===== config.mk =====
export PLATFORM = sky130hd
export DESIGN_NAME = rbes_locate
export DESIGN_NICKNAME = d
export VERILOG_FILES = /design/src/hw/rtl/rbes_pkg.sv /design/src/hw/rtl/rbes_locate.sv
export SDC_FILE = /design/constraint.sdc
export NUM_CORES = 1
export LEC_CHECK = 0
export ABC_AREA = 1
export ABC_CLOCK_PERIOD_IN_PS = 12200
export BUFFER_PORTS_ARGS = -buffer_cell sky130_fd_sc_hd__buf_2
export CAP_MARGIN = 25
export CORE_MARGIN = 5
export CORE_UTILIZATION = 30
export DETAILED_ROUTE_END_ITERATION = 8
export GPL_TIMING_DRIVEN = 0
export PLACE_DENSITY_LB_ADDON = 0.25
export SLEW_MARGIN = 20
export SYNTH_ARGS = -nofsm -noshare
export SYNTH_HDL_FRONTEND = slang
export SYNTH_SLANG_ARGS = --single-unit

===== constraint.sdc =====
create_clock -name clk -period 12.2 [get_ports clk]
set_input_delay 1.22 -clock clk [delete_from_list [all_inputs] [get_ports clk]]
set_output_delay 1.22 -clock clk [all_outputs]
set_load 0.03 [all_outputs]

===== src/hw/rtl/rbes_pkg.sv =====
package rbes_pkg;

  // Image limits and field widths
  localparam int MAX_WIDTH  = 4096;
  localparam int MAX_HEIGHT = 4096;
  localparam int DIM_W      = 13;
  localparam int CNT_W      = $clog2(MAX_WIDTH > MAX_HEIGHT ? MAX_WIDTH : MAX_HEIGHT);
  localparam int CHAN_W     = 8;
  localparam int MODE_W     = 2;
  localparam int PADDR_W    = 4;
  localparam int PDATA_W    = 32;
  localparam int IDX_W      = PADDR_W - 2;

  // Shading constants
  localparam logic [CHAN_W-1:0] LIGHT_LIMIT = CHAN_W'(175);
  localparam logic [CHAN_W-1:0] LIGHT_STEP  = CHAN_W'(80);
  localparam logic [CHAN_W-1:0] DARK_STEP   = CHAN_W'(40);
  localparam logic [CHAN_W-1:0] CHAN_MAX    = CHAN_W'(255);

  // Register map
  typedef enum logic [IDX_W-1:0] {
    REG_WIDTH  = 2'd0,
    REG_HEIGHT = 2'd1,
    REG_MODE   = 2'd2
  } reg_idx_t;

  typedef enum logic [MODE_W-1:0] {
    MODE_SUNKEN        = 2'd0,
    MODE_RAISED        = 2'd1,
    MODE_RAISED_OUTER  = 2'd2,
    MODE_RAISED_DOUBLE = 2'd3
  } bevel_mode_t;

  localparam logic [DIM_W-1:0] WIDTH_RST  = DIM_W'(64);
  localparam logic [DIM_W-1:0] HEIGHT_RST = DIM_W'(64);

  typedef struct packed {
    logic [DIM_W-1:0] width;
    logic [DIM_W-1:0] height;
    bevel_mode_t      mode;
  } cfg_t;

  typedef struct packed {
    logic [CHAN_W-1:0] red;
    logic [CHAN_W-1:0] green;
    logic [CHAN_W-1:0] blue;
  } pixel_t;

  // Where the pixel stands relative to the border
  typedef struct packed {
    logic tiny;          // image below 3 by 3, pass through
    logic y_first;
    logic y_second;
    logic y_below_first;
    logic x_first;
    logic x_second;
    logic y_last;
    logic y_next_last;
    logic x_inner;       // 1 <= x <= w-2
    logic x_next_last;
    logic x_last;
  } pos_t;

  typedef struct packed {
    pixel_t pix;
    pos_t   pos;
    logic   eoi;
  } stage_t;

  function automatic logic [CHAN_W-1:0] lighten(input logic [CHAN_W-1:0] c);
    return (c < LIGHT_LIMIT) ? c + LIGHT_STEP : CHAN_MAX;
  endfunction

  function automatic logic [CHAN_W-1:0] darken(input logic [CHAN_W-1:0] c);
    return (c > DARK_STEP) ? c - DARK_STEP : '0;
  endfunction

  function automatic logic [CHAN_W-1:0] light_or_dark(input logic [CHAN_W-1:0] c,
                                                      input logic light);
    return light ? lighten(c) : darken(c);
  endfunction

  // Zero acts as one, oversize saturates
  function automatic logic [DIM_W-1:0] eff_dim(input logic [DIM_W-1:0] v,
                                               input logic [DIM_W-1:0] maxv);
    logic [DIM_W-1:0] d;
    if (v == '0) d = DIM_W'(1);
    else if (v > maxv) d = maxv;
    else d = v;
    return d;
  endfunction

  // Apply top, left, bottom, right edges in that order
  function automatic logic [CHAN_W-1:0] shade_chan(input logic [CHAN_W-1:0] c,
                                                   input pos_t p,
                                                   input bevel_mode_t m);
    logic raised;
    logic outer;
    logic dbl;
    logic [CHAN_W-1:0] v;
    raised = (m != MODE_SUNKEN);
    outer  = (m == MODE_RAISED_OUTER) || (m == MODE_RAISED_DOUBLE);
    dbl    = (m == MODE_RAISED_DOUBLE);
    v = c;
    if (!p.tiny) begin
      if (p.y_first || (dbl && p.y_second)) v = light_or_dark(v, raised);
      if (p.y_below_first && (p.x_first || (dbl && p.x_second)))
        v = light_or_dark(v, raised);
      if (outer) begin
        if (p.y_last) v = '0;
        else if (p.y_next_last && p.x_inner) v = darken(v);
      end else if (p.y_last) begin
        v = light_or_dark(v, !raised);
      end
      if (!p.y_last) begin
        if (outer) begin
          if (p.x_next_last) v = darken(v);
          else if (p.x_last) v = '0;
        end else if (p.x_last) begin
          v = light_or_dark(v, !raised);
        end
      end
    end
    return v;
  endfunction

endpackage


===== src/hw/rtl/rbes_locate.sv =====
module rbes_locate import rbes_pkg::*; (
  input  logic   clk,
  input  logic   rst_n,
  input  cfg_t   cfg,
  input  logic   in_valid,
  output logic   in_ready,
  input  pixel_t in_pix,
  input  logic   adv,
  output logic   s1_valid,
  output stage_t s1_data
);

  logic [CNT_W-1:0] col_r, col_nxt;
  logic [CNT_W-1:0] row_r, row_nxt;
  logic             s1_v_r, s1_v_nxt;
  stage_t           s1_r;
  logic [DIM_W-1:0] w, h, wm1, hm1, wm2, hm2;
  logic             last_col, last_row, acc;
  logic [CNT_W-1:0] x, y;
  pos_t             pos;

  // Effective dimensions
  assign w   = eff_dim(cfg.width, DIM_W'(MAX_WIDTH));
  assign h   = eff_dim(cfg.height, DIM_W'(MAX_HEIGHT));
  assign wm1 = w - DIM_W'(1);
  assign hm1 = h - DIM_W'(1);
  assign wm2 = w - DIM_W'(2);
  assign hm2 = h - DIM_W'(2);

  // Clamp counters into the image
  assign last_col = {1'b0, col_r} >= wm1;
  assign last_row = {1'b0, row_r} >= hm1;
  assign x = last_col ? wm1[CNT_W-1:0] : col_r;
  assign y = last_row ? hm1[CNT_W-1:0] : row_r;

  always_comb begin
    pos.tiny          = (w < DIM_W'(3)) || (h < DIM_W'(3));
    pos.y_first       = (y == '0);
    pos.y_second      = (y == CNT_W'(1));
    pos.y_below_first = (y != '0);
    pos.x_first       = (x == '0);
    pos.x_second      = (x == CNT_W'(1));
    pos.y_last        = last_row;
    pos.y_next_last   = ({1'b0, y} == hm2);
    pos.x_inner       = (x != '0) && ({1'b0, x} <= wm2);
    pos.x_next_last   = ({1'b0, x} == wm2);
    pos.x_last        = last_col;
  end

  assign in_ready = !s1_v_r || adv;
  assign acc      = in_valid && in_ready;

  // Advance raster counters on each accepted word
  always_comb begin
    col_nxt = col_r;
    row_nxt = row_r;
    if (acc) begin
      if (last_col) begin
        col_nxt = '0;
        row_nxt = last_row ? '0 : row_r + CNT_W'(1);
      end else begin
        col_nxt = col_r + CNT_W'(1);
      end
    end
  end

  assign s1_v_nxt = in_ready ? in_valid : s1_v_r;

  always_ff @(posedge clk) begin
    if (!rst_n) begin
      col_r  <= '0;
      row_r  <= '0;
      s1_v_r <= 1'b0;
    end else begin
      col_r  <= col_nxt;
      row_r  <= row_nxt;
      s1_v_r <= s1_v_nxt;
    end
  end

  // Input register
  always_ff @(posedge clk) begin
    if (acc) begin
      s1_r.pix <= in_pix;
      s1_r.pos <= pos;
      s1_r.eoi <= last_col && last_row;
    end
  end

  assign s1_valid = s1_v_r;
  assign s1_data  = s1_r;

endmodule


Word-level counts from Yosys, hierarchy flattened
Index checks and enable logic that the tools add are counted.

Reduce and logical (&&, ||, !) cells: 13. Eq/ne operators: 4. Order comparisons: 7. $add $sub $neg: 6. Muxes and demuxes: 8.

Operators by type and width (number): two-way mux 13 bit (4); two-way mux 12 bit (4); == test 12 x 13 -> 1 bit (2); >= comparator 12 x 13 -> 1 bit (2); greater-than comparator 13 bit, second input constant (2); logical NOT 13 bit (2); < comparator 13 x 2 -> 1 bit, second input constant (2); subtractor 13 x 1 -> 13 bit, second input constant (2); subtractor 13 x 2 -> 13 bit, second input constant (2); adder 12 x 1 -> 12 bit, second input constant (2); == test 12 x 1 -> 1 bit, second input constant (2); logical NOT 12 bit (2); nonzero test 12 bit (2); <= comparator 12 x 13 -> 1 bit (1); logical AND 1 bit (3); logical OR 1 bit (2); AND reduction 2 bit (1); logical NOT 1 bit (1).

Input port bits: 56. Output and inout bits: 38. Flip-flop bits (word level): 61.

Longest topological paths before layout
Gate-level depths: netlist (run 1).

Depth in word-level cells: 8. Gate-level depth with buffers: 39.

Least setup slack after synthesis (run 1)
Ideal clock, no wire load.

Path type: input to register. Start point: input port cfg[22] (netlist name). End point: register s1_r (netlist bit s1_data[3]) (data pin). Setup time: 249 ps. Setup slack: 6895 ps. Arrival: 5056 ps. Data required time: 11951 ps. Cell stages on the path: 37. Path through: inv_1 -> nand3_1 -> nor2_1 -> nand2_1 -> nand2_1 -> buf_2 -> nand2_1 -> ha_1 -> inv_1 -> nor2_1 -> nand2_1 -> o21ai_0 -> nand2_1 -> ha_1 -> nand2_1 -> nor2_1 -> nand4_1 -> nand2_1 -> nor2_1 -> nand2_1 -> nand2_1 -> nand2_1 -> nand2_1 -> nand2_1 -> clkbuf_1 -> nand3_1 -> nand2_1 -> inv_1 -> ha_1 -> nand2_1 -> o21ai_0 -> a221oi_1 -> o221a_2 -> o21ai_0 -> o21ai_0 -> nand2_1 -> inv_1.

RTL lines: start, declared (line rbes_locate.sv:4) `input cfg_t cfg,`; end, declared (line rbes_locate.sv:16) `stage_t s1_r;`.

==> results of run 1 <==
## cell families after synthesis
kind of cell	count (synthesis)	synth area share (%)
adders and majority gates	44	10.47
AOI/OAI and AO/OA	84	9.046
xor gates and xnor gates	31	5.165
buffers and inverters	138	10.54
and+or+nand+nor	411	34.68
DFF	61	30.09
## worst min-delay path by stage
| stage | startpoint | to | depth (start not counted) |
|---|---|---|---|
| after global routing | s1_valid$_SDFFE_PN0N_ | s1_valid$_SDFFE_PN0N_ | 2 |
| after global placement | s1_valid$_SDFFE_PN0N_ | s1_valid$_SDFFE_PN0N_ | 2 |
| final | s1_valid$_SDFFE_PN0N_ | s1_valid$_SDFFE_PN0N_ | 2 |
| after detailed placement | s1_valid$_SDFFE_PN0N_ | s1_valid$_SDFFE_PN0N_ | 2 |
| after floorplan | row_r[9]$_SDFFE_PN0P_ | row_r[9]$_SDFFE_PN0P_ | 2 |
| after CTS | s1_valid$_SDFFE_PN0N_ | s1_valid$_SDFFE_PN0N_ | 2 |
## placed cells by master, fill, tap and decap left out, types with 5 or more instances in the layout
master,n
nand3b_1,8
ha_1,44
nand4_1,22
xnor2_1,9
buf_2,92
edfxtp_1,36
o21ai_1,7
dfxtp_1,25
nor2_1,57
nand3_1,62
nor3_1,15
nand2_1,227
a21oi_1,33
clkbuf_16,9
inv_1,123
xor2_1,22
o21ai_0,30
inv_2,5
## area by class of cell
cell class,count,share of cell area [%]
tap,225,4.434
buffer,10,1.163
clock buffer,10,3.607
clock inverter,6,1.754
timing repair buffer,91,7.410
inverter,128,7.568
multi-input combinational,570,49.15
sequential,61,24.91
## state kept, by name, summed over array words and instances, names as in the netlist
register and flops:
s1_valid 1, row_r 12, s1_data 36, col_r 12
## report_power, final
part	internal, uW	switching [uW]	total, uW	leakage (uW)
logic	43.3	89.1	132	0.00265
registers	228	2.33	230	0.000552
clock network	199	90.1	289	0.000163
## tightest hold or removal path: cells and delay by family (launching register included)
kind	cells	cell delay, ns
compound gates	1	0.07
flops	1	0.30
simple gates	1	0.09
## stage by stage
step | total power (uW) | worst slack (ns) | util, % | std cells
finish | 651.9 | 6.051 | 36.83 | 1101
global route | 689.1 | 5.470 | 36.83 | 1101
CTS | 662.7 | 6.035 | 36.83 | 1101
detailed placement | 367.6 | 5.724 | 34.86 | 1085
global placement | 366.5 | 5.714 | 34.74 | 1084
floorplan | 325.4 | 6.895 | - | 769
## layer usage
layer / GRT usage [%] / vias up / share of wire [%]
met1: 18.90 / 2265 / 48
li1: - / 2716 / -
met2: 24.70 / 117 / 47
met4: 1.951 / 0 / 0.58
met5: 0 / - / 0
met3: 2.722 / 10 / 4.9
==> flow_summary_export.csv, run 1 <==
group,metric,value,unit
critical_path,cpPeakStageDelay,0.45,ns
synthesis,synth_area,0.005256,mm^2
placed_design,gp_congestion,0.8907,
synthesis,synth_area_leader_cell,"edfxtp_1",
cells_and_area,fin_nets,971,
floorplan,die_h,142.4,um
pwr,vdd_drop_max,0.06954,mV
timing,min_period_over_period,50.40,%
timing,maxSlewHeadroom,41.26,%
synthesis,syn_inst,769,
critical_path,path_buf_inv,5,
synthesis,syn_nets,869,
synthesis,synth_top_area_share,20.57,%
critical_path,worstRegToRegCells,24,
run,maxCapViolations,0,
worst_hold_path,hp-class,"flip-flop to flip-flop",
timing,hold_ws,0.5121,ns
critical_path,arrival,6.22,ns
clock_network,cts.clk_slew.worst_paths,0.05,ns
timing,setup_viol,0,
global_route,grt_pass1_vias,4870,
critical_path,path_class,"input port to flip-flop",
synthesis,synth-seq-area-share,30.09,%
cells_and_area,regArea,0.001582,mm^2
floorplan,io_pins,94,
placed_design,placed_area,0.006008,mm^2
route,wl,14120,um
cells_and_area,final_layout_size_suffix_gt1_share,15.75,%
clock_network,cts.sinks,61,
critical_path,reg2reg_slack,8.52,ns
global_route,antenna_found_initial,0,
clock_network,cts_made_buffers,9,
critical_path,end_kind,"flip-flop",
route,vias,5108,
pwr,leakage,0.003363,uW
floorplan,num_rows,48,
route,drtAntennaViolNets,0,
clock_network,clockBufferDepth,2,
critical_path,critPathRequiredTime,12.27,ns
critical_path,crit_family,"simple AND/OR/NAND/NOR gates",
cells_and_area,design_area,0.006349,mm^2
placed_design,hpwlAfterDp,11670,um
timing,worst_slew_pin_slew,0.8697,ns
global_route,overflow,0,
timing,final-hold-violation-count,0,
route,wl_per_cell,12.83,um
clock_network,htree_levels,3,
timing,clock_skew,0.003733,ns
floorplan,coreArea,0.01724,mm^2
critical_path,critPathSlowestCell,"a21oi_1",
cells_and_area,diodes,0,
global_route,grt_pass1_wl,23720,um
clock_network,post_cts_buffers,0,
global_route,grt_util_all_layers,14.23,%
synthesis,synth-seq-cells,61,
timing,period_minus_slack,6.149,ns
synthesis,async_flop_share,0,%
run_status,outcome,"complete, no violations",
synthesis,synth_cell_type_count,45,
floorplan,dieWidth,142.4,um
clock_network,cts_resized,0,
critical_path,startpoint,"cfg[25]",
route,drt_iter0_markers,281,
floorplan,die_area,0.02027,mm^2
cells_and_area,multiInputGateArea,0.003120,mm^2
critical_path,critPathMaxFanout,10,
clock_network,tritoncts,"done",
global_route,grt_max_degree,33,
floorplan,initial_core_util,30.50,%
synthesis,yosysWarnings,0,
clock_network,cts_hold_buffers,0,
cells_and_area,synthToLayoutAreaGrowth,20.78,%
clock_network,clk_latency,0.32,ns
route,firstDrtPassIters,7,
synthesis,ys_top_cells_by_count,"nand2_1 (227), inv_1 (124), nand3_1 (62)",
timing,fin_tns_setup,0,ns
route,drc_errors,0,
critical_path,cpMostUsedCell,"nand2_1",
synthesis,synth_edf_count,36,
synthesis,synth.area.top_cells,"edfxtp_1 (21%), nand2_1 (16%), ha_1 (10%)",
timing,finalMaxSlewViolations,0,
critical_path,crit_cells,35,
synthesis,ys.flop_type,"edfxtp_1",
timing,grt_setup_unrepaired,"no",
cells_and_area,fillCellCount,1873,
clock_network,cts-root-buf,"clkbuf_16",
critical_path,rr_startpoint,"col_r[7]$_SDFFE_PN0P_",
synthesis,synthMostInstantiatedCell,"nand2_1",
placed_design,io_buffers,90,
route,routed_via_density,4.639,
synthesis,postSynthAreaPerCell,6.835,um^2
timing,fmax,162.6,MHz
critical_path,r2r-end,"s1_data[3]$_DFFE_PP_",
critical_path,worst_setup_path_start_kind,"input port",
pwr,p_per_area,102.7,mW/mm^2
critical_path,setup.worst_path.end,"s1_data[3]$_DFFE_PP_",
Power figures use the tool's default switching activity.
==> run 2: changes to the inputs <==
- ABC_CLOCK_PERIOD_IN_PS: 12200 -> 5200
- clock period: 12.2 -> 5.2 ns (I/O delays scaled with it)
==> flow_summary_export.csv, run 2 (synthesis gave the netlist of run 1 again) <==
group,metric,value,unit
critical_path,end_kind,"flip-flop",
clock_network,cts-root-buf,"clkbuf_16",
global_route,overflow,0,
floorplan,coreArea,0.01724,mm^2
cells_and_area,diodes,0,
clock_network,cts_hold_buffers,0,
cells_and_area,fin_nets,979,
critical_path,worst_setup_path_start_kind,"input port",
timing,hold_ws,0.3684,ns
clock_network,cts_made_buffers,9,
timing,setup_viol,0,
timing,fin_tns_setup,0,ns
floorplan,dieWidth,142.4,um
pwr,p_total,1542,uW
timing,period_minus_slack,4.752,ns
timing,min_period_over_period,91.38,%
route,drt_iter0_markers,276,
route,drc_errors,0,
timing,finalMaxSlewViolations,0,
pwr,p_per_area,237.4,mW/mm^2
critical_path,reg2reg_slack,1.77,ns
clock_network,cts.sinks,61,
critical_path,critPathSlowestCell,"ha_1",
critical_path,critPathRequiredTime,5.27,ns
global_route,antenna_found_initial,0,
critical_path,critPathMaxFanout,10,
timing,fmax,210.5,MHz
critical_path,arrival,4.82,ns
timing,final-hold-violation-count,0,
clock_network,htree_levels,3,
global_route,grt_max_degree,33,
global_route,grt_util_all_layers,14.23,%
critical_path,cpPeakStageDelay,0.28,ns
timing,grt_setup_unrepaired,"no",
timing,worst_slew_pin_slew,0.8766,ns
cells_and_area,largest_reg_flops,36,
critical_path,cpMostUsedCell,"nand2_1",
worst_hold_path,hp-class,"input port to flip-flop",
timing,clock_skew,0.003851,ns
timing,maxSlewHeadroom,40.80,%
floorplan,die_area,0.02027,mm^2
run_status,outcome,"complete, no violations",
clock_network,cts.clk_slew.worst_paths,0.05,ns
route,routed_via_density,4.638,
placed_design,io_buffers,90,
floorplan,initial_core_util,30.50,%
pwr,leakage,0.003417,uW
route,wl,14180,um
placed_design,gp_congestion,0.8907,
cells_and_area,layout.cells.non_filler,1109,
run,maxCapViolations,0,
cells_and_area,final_cell_mix,"nand2_1 (220), inv_1 (120), buf_2 (92), nand3_1 (62), nor2_1 (56)",
clock_network,clockBufferDepth,2,
route,firstDrtPassIters,5,
clock_network,clk_latency,0.32,ns
route,vias,5143,
route,wl_per_cell,12.79,um
global_route,grt_pass1_wl,23720,um
floorplan,die_h,142.4,um
cells_and_area,final_common_cell,"nand2_1",
placed_design,dp.cells,1085,
placed_design,hpwlAfterDp,11670,um
critical_path,path_class,"input port to flip-flop",
cells_and_area,final_layout_size_suffix_gt1_share,18.55,%
cells_and_area,synthToLayoutAreaGrowth,23.57,%
floorplan,io_pins,94,
clock_network,tritoncts,"done",
floorplan,num_rows,48,
route,drtAntennaViolNets,0,
global_route,grt_pass1_vias,4870,
pwr,vdd_drop_max,0.1639,mV
## run 2: cell types whose count changed in the layout (fill, tap and decap cells not counted), moves of 2 or more
cell | previous run | this run
buf_4 | 3 | 11
nand2_2 | 4 | 10
ha_1 | 44 | 42
nand2_1 | 227 | 220
inv_1 | 123 | 120
o21ai_1 | 7 | 9
o21ai_0 | 30 | 27
inv_2 | 5 | 7
## run 2: layout make-up
class | instances | area (um^2)
inverter | 128 | 484.2
tap | 225 | 281.5
fill | 1865 | 10740
clock inverter | 6 | 111.4
buffer | 10 | 85.08
timing repair buffer | 99 | 530.5
clock buffer | 10 | 229.0
sequential | 61 | 1582
multi-input combinational | 570 | 3192
## run 2: through the flow
stage / utilization, % / cell area (um^2) / setup slack, ns
5_1_grt: 37.68 / 6495 / 0.004070
6_report: 37.68 / 6495 / 0.4483
3_5_place_dp: 34.86 / 6008 / -0.5756
2_1_floorplan: - / 5256 / 0.5945
4_1_cts: 36.92 / 6364 / 0.02762
3_3_place_gp: 34.74 / 5988 / -0.5861
## run 2: worst paths after layout
kind	from	depth (start not counted)	endpoint
setup / recovery	cfg[20]	40	s1_data[3]$_DFFE_PP_
hold / removal	in_pix[8]	1	s1_data[20]$_DFFE_PP_
setup reg to reg	col_r[7]$_SDFFE_PN0P_	25	s1_data[3]$_DFFE_PP_
hold reg to reg	s1_valid$_SDFFE_PN0N_	2	s1_valid$_SDFFE_PN0N_
## run 2: per-layer routing
metal | routed length, um | GRT usage [%] | up-vias
li1 | - | - | 2738
met1 | 6681 | 18.90 | 2282
met2 | 6665 | 24.70 | 115
met3 | 757 | 2.722 | 8
met4 | 75 | 1.951 | 0
met5 | 0 | 0 | -
## run 2: report_power, final
| group | switching (uW) | leakage (uW) | total, uW | internal (uW) |
|---|---|---|---|---|
| clock network | 211 | 0.000163 | 678 | 468 |
| registers | 5.49 | 0.000552 | 540 | 534 |
| logic | 215 | 0.00270 | 324 | 109 |
## run 2: repair_timing
item / 4_1_cts / 5_1_grt
resized for setup: 4 / 26
setup endpoints to repair: 1 / 1
pin swaps: 0 / 6
setup buffers: 0 / 8
## run 2: worst max-delay path, delay by kind of cell
family | cells | cell delay [ns]
and+or+nand+nor | 24 | 1.97
AOI/OAI and AO/OA | 6 | 0.88
adders and majority gates | 3 | 0.75
buffers and inverters | 7 | 0.68
==> run 3: changes to the inputs <==
- RECOVER_POWER: default -> 25
==> flow_summary_export.csv, run 3 (synthesis gave the netlist of run 1 again) <==
group,metric,value,unit
global_route,grt_pass1_vias,4870,
global_route,globalRouteMet2Util,24.70,%
critical_path,end_kind,"flip-flop",
critical_path,crit_family,"simple AND/OR/NAND/NOR gates",
cells_and_area,fin_nets,979,
cells_and_area,final_layout_size_suffix_gt1_share,17.99,%
route,firstDrtPassIters,5,
timing,setup_viol,0,
global_route,grt_util_met3,2.722,%
route,drt_iter0_markers,276,
floorplan,num_rows,48,
clock_network,tritoncts,"done",
placed_design,hpwlAfterDp,11670,um
run,maxCapViolations,0,
timing,finalMaxSlewViolations,0,
critical_path,arrival,4.83,ns
timing,period_minus_slack,4.755,ns
floorplan,dieWidth,142.4,um
pwr,p_per_area,237.5,mW/mm^2
floorplan,die_area,0.02027,mm^2
pwr,leakage,0.003408,uW
critical_path,crit_cells,40,
timing,worst_slack,0.4455,ns
placed_design,placed_area,0.006008,mm^2
critical_path,worstRegToRegCells,25,
cells_and_area,final_cell_mix,"nand2_1 (220), inv_1 (121), buf_2 (88), nand3_1 (62), nor2_1 (56)",
global_route,grtUsageMet1,18.90,%
floorplan,io_pins,94,
critical_path,path_class,"input port to flip-flop",
critical_path,cpPeakStageDelay,0.28,ns
timing,maxSlewHeadroom,40.80,%
worst_hold_path,hold-path-cell-count,1,
cells_and_area,diodes,0,
critical_path,path_buf_inv,7,
cells_and_area,multiInputGateArea,0.003192,mm^2
placed_design,io_buffers,90,
cells_and_area,layout.cells.non_filler,1109,
route,routed_via_density,4.636,
clock_network,cts.clk_slew.worst_paths,0.05,ns
global_route,grt_max_degree,33,
floorplan,die_h,142.4,um
timing,fmax,210.3,MHz
placed_design,gp_congestion,0.8907,
clock_network,cts_hold_buffers,0,
critical_path,cpMostUsedCell,"nand2_1",
worst_hold_path,hp-class,"input port to flip-flop",
route,wl_per_cell,12.79,um
clock_network,clockBufferDepth,2,
timing,fin_tns_setup,0,ns
timing,clock_skew,0.003851,ns
timing,worst_slew_pin_slew,0.8766,ns
clock_network,htree_levels,3,
cells_and_area,fillCellCount,1867,
critical_path,critPathMaxFanout,10,
pwr,vdd_drop_max,0.1639,mV
critical_path,worst_setup_path_start_kind,"input port",
cells_and_area,largest_reg_flops,36,
placed_design,dp.cells,1085,
timing,final-hold-violation-count,0,
clock_network,cts_made_buffers,9,
route,wl,14190,um
cells_and_area,synthToLayoutAreaGrowth,23.47,%
clock_network,clk_latency,0.32,ns
critical_path,critPathRequiredTime,5.27,ns
cells_and_area,final_common_cell,"nand2_1",
cells_and_area,design_area,0.006490,mm^2
cells_and_area,regArea,0.001582,mm^2
placed_design,place_ws,-0.5756,ns
cells_and_area,fin_util,37.65,%
timing,min_period_over_period,91.43,%
floorplan,coreArea,0.01724,mm^2
floorplan,initial_core_util,30.50,%
clock_network,cts-root-buf,"clkbuf_16",
route,drtAntennaViolNets,0,
global_route,antenna_found_initial,0,
global_route,grt_pass1_wl,23720,um
global_route,grt-busiest-layer,"met2",
run_status,outcome,"complete, no violations",
global_route,grt_util_all_layers,14.23,%
route,vias,5141,
route,drc_errors,0,
clock_network,cts.sinks,61,
critical_path,critPathSlowestCell,"ha_1",
timing,grt_setup_unrepaired,"no",
global_route,overflow,0,
-- run 3: cell types whose count changed in the layout (fill, tap and decap cells not counted) --
cell and delta:
buf_2 -4, clkbuf_1 +4, inv_1 +1, inv_2 -1
-- run 3: layout make-up --
| type | count | share of cell area [%] |
|---|---|---|
| tap | 225 | 4.338 |
| multi-input combinational | 570 | 49.18 |
| clock inverter | 6 | 1.716 |
| sequential | 61 | 24.37 |
| timing repair buffer | 99 | 8.097 |
| buffer | 10 | 1.311 |
| clock buffer | 10 | 3.528 |
| inverter | 128 | 7.461 |
-- run 3: path summary, 6_finish.rpt --
| check | slack (ns) | to | from |
|---|---|---|---|
| worst max-delay path | 0.45 | s1_data[3]$_DFFE_PP_ | cfg[20] |
| worst min-delay path | 0.37 | s1_data[20]$_DFFE_PP_ | in_pix[8] |
| worst min register to register | 0.51 | s1_valid$_SDFFE_PN0N_ | s1_valid$_SDFFE_PN0N_ |
| worst max register to register | 1.77 | s1_data[3]$_DFFE_PP_ | col_r[7]$_SDFFE_PN0P_ |
-- run 3: layer usage --
layer / vias to the layer above / wire length, um
met5: - / 0
met4: 0 / 89
met3: 12 / 693
met2: 110 / 6653
met1: 2281 / 6752
li1: 2738 / -
-- run 3: worst register-to-register path, delay by kind of cell (launching register included) --
kind                     cells  cell delay [ns]
AND/OR/NAND/NOR             13             1.02
AO/OA/AOI/OAI                6             0.88
adder cells (fa/ha/maj)      2             0.55
flip-flops                   1             0.42
buffers and inverters        4             0.32
-- run 3: per-stage QoR --
step | power, uW | hold slack, ns
2_1_floorplan | 763.5 | 0.4649
3_5_place_dp | 862.5 | 0.5076
4_1_cts | 1556 | 0.3501
6_report | 1541 | 0.3684
3_3_place_gp | 859.8 | 0.5001
5_1_grt | 1630 | 0.3543
-- run 3: report_power, final --
group / switching (uW) / internal, uW / total (uW)
clock network: 211 / 468 / 678
registers: 5.54 / 534 / 540
logic: 214 / 109 / 323
total: 431 / 1110 / 1540
-- run 3: repair_timing --
| action | in CTS | in global routing |
|---|---|---|
| resized for setup | 4 | 26 |
| hold endpoints to repair | 0 | 0 |
| pin swaps | 0 | 6 |
| setup endpoints to repair | 1 | 1 |
| setup buffers | 0 | 8 |
